### src/rtl/core/assert_macros.svh
// Assertion macros shared by the sliding window min/max RTL.
// No dependencies; taken in by `include where checks are written.
`ifndef ASSERT_MACROS_SVH
`define ASSERT_MACROS_SVH

// Same-cycle implication, quiet while reset is asserted.
`define SWMM_ASSERT_IMPL(label, clk, rstn, ante, cons) \
  label: assert property (@(posedge clk) disable iff (!rstn) (ante) |-> (cons)) \
    else $error("%m: same-cycle check failed");

// Next-cycle implication, quiet while reset is asserted.
`define SWMM_ASSERT_NEXT(label, clk, rstn, ante, cons) \
  label: assert property (@(posedge clk) disable iff (!rstn) (ante) |=> (cons)) \
    else $error("%m: next-cycle check failed");

`endif

### src/rtl/core/swmm_pkg.sv
// Package for the sliding window min/max core: default sizes and register constants.
// No dependencies.
`timescale 1ns / 1ps
`default_nettype none

package swmm_pkg;

  localparam int WINDOW_MAX_DEF  = 64;
  localparam int SAMPLE_BITS_DEF = 32;

  // window_size register
  localparam int             CFG_W         = 7;
  localparam logic [CFG_W-1:0] WIN_SIZE_RST = 7'd1;

endpackage

`default_nettype wire

### src/rtl/core/swmm_cell.sv
// One cell of the running extreme chain: holds max and min of ages 0..k.
// Depends on swmm_pkg (defaults only).
`timescale 1ns / 1ps
`default_nettype none

module swmm_cell #(
  parameter int SAMPLE_BITS = swmm_pkg::SAMPLE_BITS_DEF
) (
  input  wire logic                          clk,
  input  wire logic                          en,
  input  wire logic signed [SAMPLE_BITS-1:0] din,
  input  wire logic signed [SAMPLE_BITS-1:0] prev_max,
  input  wire logic signed [SAMPLE_BITS-1:0] prev_min,
  output logic signed [SAMPLE_BITS-1:0]      hold_max_r,
  output logic signed [SAMPLE_BITS-1:0]      hold_min_r
);
  import swmm_pkg::*;

  logic signed [SAMPLE_BITS-1:0] hold_max_nxt;
  logic signed [SAMPLE_BITS-1:0] hold_min_nxt;

  // fold the new sample into the neighbor's extremes (one age older)
  always_comb begin
    hold_max_nxt = (din > prev_max) ? din : prev_max;
    hold_min_nxt = (din < prev_min) ? din : prev_min;
  end

  always_ff @(posedge clk) begin
    if (en) begin
      hold_max_r <= hold_max_nxt;
      hold_min_r <= hold_min_nxt;
    end
  end

endmodule

`default_nettype wire

### config.mk
export PLATFORM = sky130hd
export DESIGN_NAME = swmm_cell
export DESIGN_NICKNAME = d
export VERILOG_FILES = /design/src/rtl/core/assert_macros.svh /design/src/rtl/core/swmm_pkg.sv /design/src/rtl/core/swmm_cell.sv
export SDC_FILE = /design/constraint.sdc
export NUM_CORES = 1
export LEC_CHECK = 0
export BUFFER_PORTS_ARGS = -buffer_cell sky130_fd_sc_hd__buf_2
export CAP_MARGIN = 20
export CORE_MARGIN = 4
export CORE_UTILIZATION = 30
export CTS_CLUSTER_SIZE = 10
export DETAILED_ROUTE_END_ITERATION = 7
export SLEW_MARGIN = 20
export SYNTH_ARGS = -nofsm -noshare
export SYNTH_HDL_FRONTEND = slang
export SYNTH_SLANG_ARGS = --single-unit
### constraint.sdc
create_clock -name clk -period 2.6 [get_ports clk]
set_clock_uncertainty 0.15 [all_clocks]
set_input_delay 0.26 -clock clk [delete_from_list [all_inputs] [get_ports clk]]
set_output_delay 0.26 -clock clk [all_outputs]
set_load 0.01 [all_outputs]
# After elaboration in Yosys (flattened, before gate mapping)
# Cells that the tools add are included.
word_totals:
  wordCells: 6
  register_bits: 64
op_classes:
  muxes: 2
  order_cmp: 2
op_table:
  columns: ["cell", "count"]
  rows:
  - ["$mux W32", 2]
  - ["$gt A32 B32 Y1", 1]
  - ["$lt A32 B32 Y1", 1]

# Longest topological paths before layout
# Gate-level depths: netlist of run 1.
depth:
  depth_word: 2
  ltp_mapped: 12

# Worst setup path after synthesis of run 1
# OpenSTA, ideal clock, no wires.
synth_path:
  path_type: "input port to flip-flop"
  start: "in prev_min[5]"
  end: "reg hold_min_r[10], data pin"
  t_required_ns: 2.190
  arrival_ns: 2.312
  path_stages: 10
  path_buffers: 1
  slack_ns: -0.123
  cell_sequence: "inv_1 ha_1 a21oi_2 o21ai_1 a221oi_2 nand3_1 a221oi_2 mux2i_2 buf_6 mux2_4"
synth_between:
  elab_chain_len: 2
synth_rtl:
  columns: ["element", "line_no", "rtl"]
  rows:
  - ["start: declaration", "swmm_cell.sv:13", "input wire logic signed [SAMPLE_BITS-1:0] prev_min,"]
  - ["$lt A32 B32 Y1", "swmm_cell.sv:25", "hold_min_nxt = (din < prev_min) ? din : prev_min;"]
  - ["$mux W32", "swmm_cell.sv:25", null]
  - ["net hold_min_nxt[10]", "swmm_cell.sv:20", "logic signed [SAMPLE_BITS-1:0] hold_min_nxt;"]
  - ["end signal: assignment", "swmm_cell.sv:31", "hold_min_r <= hold_min_nxt;"]
  - ["end: declaration", "swmm_cell.sv:15", "output logic signed [SAMPLE_BITS-1:0] hold_min_r"]
# The timed path passes the listed nets, and every way through them passes these cells.
# A chain may end at the register's enable or synchronous reset.

# Worst setup path in the final report of run 1
layout_path:
  start: "in prev_min[1]"
  end: "reg hold_min_r[10], data pin"
# Same word-level chain as after synthesis.

==> results of run 1 <==
## cell families (layout without fill, tap and decap cells)
logic type | Yosys count | after routing
multiplexers | 34 | 34
AO/OA/AOI/OAI | 135 | 135
adder cells (fa/ha/maj) | 63 | 63
flip-flops | 64 | 64
AND/OR/NAND/NOR | 107 | 107
other | 0 | 2
buffers and inverters | 99 | 359
## worst paths after layout
check                   start                       end  slack [ns]  depth (start not counted)
setup / recovery  prev_min[1]  hold_min_r[10]$_DFFE_PP_       -0.04                         13
hold / removal    prev_min[7]   hold_min_r[7]$_DFFE_PP_        0.07                          2
## per-stage QoR
stage	setup TNS, ns	instance area (um^2)	setup slack (ns)
CTS	-0.000524	7690	-0.000524
finish	-0.915	8060	-0.0425
global placement	-25.18	7270	-0.512
detailed placement	-28.55	7270	-0.590
floorplan	-0.615	5420	-0.0205
global route	-4.42	8060	-0.115
## power groups by stage
stage / combinational [uW] / clock (uW) / sequential (uW)
floorplan: 601 / 0 / 1440
finish: 1450 / 1180 / 1350
global placement: 1220 / 0 / 1370
detailed placement: 1260 / 0 / 1370
global route: 1570 / 1270 / 1360
CTS: 1330 / 1210 / 1350
## cell usage after synthesis, types with 2 or more instances
cell	instances
nor3_1	2
o211ai_1	3
a21o_1	7
edfxtp_1	64
ha_1	63
buf_2	11
clkbuf_1	16
a21oi_2	3
a32oi_1	14
o311ai_0	14
a21oi_1	25
o221a_2	16
nor2_1	3
o22ai_1	17
o311a_1	14
nand4_1	40
nand3_1	5
inv_1	66
o21ai_1	4
nand2_1	45
mux2_4	30
nor4_1	4
a221oi_2	2
o21ai_0	7
nor2b_1	2
buf_6	3
mux2_2	2
## state kept, by name (all words and copies together) (netlist names)
name and cells:
hold_max_r 32, hold_min_r 32
## routing by layer
| layer | part of all wire (%) | vias up | global-route usage, % |
|---|---|---|---|
| li1 | - | 2499 | - |
| met1 | 42 | 2470 | 21.5 |
| met2 | 50 | 165 | 30.3 |
| met3 | 6.3 | 28 | 4.47 |
| met4 | 2.1 | 0 | 5.46 |
| met5 | 0 | - | 0 |
## repair_timing
action                     CTS  global route
pin swaps                    6            15
gates cloned                 2             4
setup buffers                1             3
setup endpoints to repair   52            60
hold buffers                 0             0
gates resized for setup     16            37
## area by class of cell
type | instances | area share [%]
antenna | 2 | 0.0621
sequential | 64 | 23.8
multi-input combinational | 339 | 41.3
clock inverter | 6 | 0.761
tap | 225 | 3.49
timing repair buffer | 277 | 24.4
inverter | 67 | 3.40
clock buffer | 9 | 2.79
==> flow_summary.yaml, run 1 <==
pwr:
  ir_worst_vdd_v: 0.000280
  finalPower_uw: 3970
  comb_power_share_pct: 36.4
  p_sw_share_pct: 30.0
  power.switching_uw: 1190
  p_clk_share_pct: 29.7
  power_density_nw_per_um2: 493
  intPower_uw: 2780
  p_leak_uw: 0.00364
  seqPwrFrac_pct: 33.9
final_layout:
  nFillCells: 1558
  final_cells: 989
  nets: 919
  seq_area_um2: 1920
  layout_common_cells: "buf_2, buf_4, edfxtp_1"
  fin_util_pct: 46.8
  area_growth_pct: 53.3
  multi_input_area_um2: 3330
  final_common_cell: "buf_2"
  drive_gt1_share_pct: 50.5
synth:
  yosys_warnings: 0
  synth_area_um2: 5260
  synth-simple-area-share_pct: 10.7
  synth_compound_area_share_pct: 20.5
  synth.distinct_cells: 47
  ys_seq_area_share_pct: 36.5
  synth_adder_area_share_pct: 15.0
  synth_nets: 663
  synth-edff-count: 64
  ys.flop_type: "edfxtp_1"
  ys_seq_elements: 64
  async_flop_share_pct: 0
  yosysTopAreaCellShare_pct: 36.5
  synthMuxAreaShare_pct: 9.45
  synth_top_area_cell: "edfxtp_1"
  synth_xor_area_share_pct: 0
  synth_area_leaders: "edfxtp_1, ha_1, mux2_4, nand4_1, inv_1"
  syn_avg_cell_area_um2: 10.5
  netlist_instances: 502
  synth_top_family_by_area: "compound AO/OA/AOI/OAI gates"
status:
  violations: "negative setup slack"
  status: "finished with violations"
clock_network:
  cts_made_buffers: 9
  cts.sinks: 64
  htreeDepth: 3
  cts_tree: "built"
  cts_root_buf: "clkbuf_16"
  cts.clk_slew.worst_paths_ns: 0.06
  cts.path.max_buffers: 2
worst_setup_path:
  cp.arrival_ns: 2.58
  crit_type: "input pin to register"
  critPathMaxFanout: 6
  crit_family: "compound AO/OA/AOI/OAI gates"
  start_kind: "input pin"
  timing.critical_path.buf_inv: 5
  cpPeakStageDelay_ns: 0.32
  worstPathRequired_ns: 2.54
  crit_slowest_cell: "a221oi_4"
  crit_chain: "buf_8, inv_12, ha_4, o21ai_2, a31oi_1, o311ai_1, buf_4, nand3_4, a221oi_4, mux2i_4, buf_12, clkbuf_16, mux2_4"
  endpoint_kind: "register"
global_route:
  grt_pass1_wl_mm: 27.6
  grt_overflow: 0
  grt_pass1_vias: 5295
  grt_max_degree: 65
  grt.total_usage_pct: 17.5
  antenna_found_initial: 2
route:
  antenna_left: 0
  wirelength_mm: 17.9
  drt_pass1_iterations: 5
  wl_per_cell_um: 18.1
  route.detailed.drc: 0
  drt_iter0_markers: 284
  avgViaCountPerCell: 5.22
  route.vias.total: 5162
timing:
  fmax_ghz: 0.378
  fin_crit_sh_pct: 102
  rsz0062_at_grt: "yes"
  min_period_ns: 2.64
  relSlewSlack_pct: 68.7
  hold_viol: 0
  fin_ws_ns: -0.0425
  holdWs_ns: 0.0739
  slew_violations: 0
  tightestPinTransition_ns: 0.465
  setup_viol: 32
worst_hold_path:
  hold_path.class: "input pin to register"
floorplan:
  io_pins: 162
  start_util_pct: 30.5
  die_height_um: 140
  core-area_um2: 17200
  chipWidth_um: 140
  die_area_um2: 19700
  row_count: 48
place:
  place_hpwl_mm: 13.6
  placed_cells: 962
  io_buffers: 161
  globalplace.congestion: 0.847
run:
  cap_violations: 0
(Power assumes the default switching activity.)
==> run 2: changes to the inputs <==
--- a/config.mk
+++ b/config.mk
@@ -7,10 +7,12 @@
 export LEC_CHECK = 0
 export BUFFER_PORTS_ARGS = -buffer_cell sky130_fd_sc_hd__buf_2
 export CAP_MARGIN = 20
-export CORE_MARGIN = 4
+export CORE_ASPECT_RATIO = 0.5
+export CORE_MARGIN = 5
 export CORE_UTILIZATION = 30
 export CTS_CLUSTER_SIZE = 10
 export DETAILED_ROUTE_END_ITERATION = 7
+export SKIP_LAST_GASP = 1
 export SLEW_MARGIN = 20
 export SYNTH_ARGS = -nofsm -noshare
 export SYNTH_HDL_FRONTEND = slang
==> flow_summary.yaml, run 2 (synthesis gave the netlist of run 1 again) <==
status:
  status: "finished with violations"
  violations: "negative setup slack"
worst_setup_path:
  worstPathRequired_ns: 2.53
  endpoint_kind: "register"
  critPathMaxFanout: 8
  start_kind: "input pin"
  cp.arrival_ns: 2.56
  crit_type: "input pin to register"
place:
  io_buffers: 161
  place_hpwl_mm: 13.5
  globalplace.congestion: 0.810
  dp_slack_ns: -0.553
global_route:
  grt.total_usage_pct: 17.1
  grt_max_degree: 65
  grt_pass1_vias: 5245
  grt_overflow: 0
  antenna_found_initial: 5
  grt_pass1_wl_mm: 28.1
floorplan:
  chipWidth_um: 197
  io_pins: 162
  core-area_um2: 17300
  die_area_um2: 20400
  die_height_um: 104
  row_count: 34
  start_util_pct: 30.4
final_layout:
  nets: 922
  drive_gt1_share_pct: 50.4
  reg_top3: "hold_max_r: 32 flops, hold_min_r: 32 flops"
  final_common_cell: "buf_2"
  area_growth_pct: 50.3
  layout_common_cells: "buf_2, buf_4, edfxtp_1"
route:
  route.vias.total: 5105
  avgViaCountPerCell: 5.09
  drt_pass1_iterations: 5
  antenna_left: 0
  drt_iter0_markers: 389
  wirelength_mm: 18.0
  wl_per_cell_um: 18.0
  route.detailed.drc: 0
timing:
  tightestPinTransition_ns: 0.572
  relSlewSlack_pct: 61.5
  fin_crit_sh_pct: 101
  fin_ws_ns: -0.0318
  fmax_ghz: 0.380
  setup_viol: 13
  min_period_ns: 2.63
  hold_viol: 0
  holdWs_ns: 0.0761
  tns_ns: -0.284
  slew_violations: 0
  rsz0062_at_grt: "yes"
clock_network:
  cts.sinks: 64
  cts_made_buffers: 9
  cts_hold_buffers: 0
  htreeDepth: 3
  cts.clk_slew.worst_paths_ns: 0.06
  cts_tree: "built"
  cts.path.max_buffers: 2
  cts_root_buf: "clkbuf_16"
worst_hold_path:
  hold_path.class: "input pin to register"
pwr:
  power_density_nw_per_um2: 510
  ir_worst_vdd_v: 0.000253
  p_leak_uw: 0.00361
  finalPower_uw: 4030
run:
  cap_violations: 0
run 2: cell count changes in the layout (fill, tap and decap cells not counted), sizes merged:
| cell | delta |
|---|---|
| clkinv | +1 |
| buf | +5 |
| clkbuf | -2 |
| clkinvlp | -1 |
| bufinv | +1 |
run 2: through the flow:
stage          instance area (um^2)  util, %  cells
6_report                       7910     45.8   1002
5_1_grt                        7910     45.8   1002
3_3_place_gp                   7320     42.4    977
4_1_cts                        7840     45.4    999
2_1_floorplan                  5420        -    502
3_5_place_dp                   7320     42.4    977
run 2: timing repair:
item	in CTS	in global routing
endpoints found under the hold margin	0	0
pin swaps	9	7
gates resized for setup	33	20
cloned	1	2
endpoints found under the setup margin	33	55
buffers inserted	5	4
run 2: critical path: stages:
cell	delay, ns
buf_2	0.11
ha_1	0.30
nand2_2	0.08
o21ai_1	0.08
a221oi_2	0.30
nand3_2	0.17
a221oi_4	0.30
mux2i_4	0.35
buf_4	0.17
buf_12	0.14
mux2_4	0.30
run 2: routing by layer:
metal	routed length [um]	global-route usage, %
met5	28	0
met4	180	3.26
met3	1100	4.74
met2	8660	28.9
met1	8080	22.0
run 2: final timing paths:
kind | startpoint | to | slack (ns) | cells past startpoint
worst max-delay path | din[6] | hold_min_r[7]$_DFFE_PP_ | -0.03 | 11
worst min-delay path | prev_min[14] | hold_min_r[14]$_DFFE_PP_ | 0.08 | 2
run 2: cell type report:
class	instances	area (um^2)
Clock inverter	7	96.3
Clock buffer	9	225
Fill cell	1686	9370
Antenna cell	2	5.00
Timing Repair Buffer	280	1940
Sequential cell	64	1920
Inverter	67	279
Multi-Input combinational cell	339	3140
Tap cell	234	293
run 2: power breakdown:
group | total, uW | switching (uW) | internal, uW
Combinational | 1360 | 672 | 685
Sequential | 1340 | 35.4 | 1310
Clock | 1330 | 488 | 839
Total | 4030 | 1200 | 2830
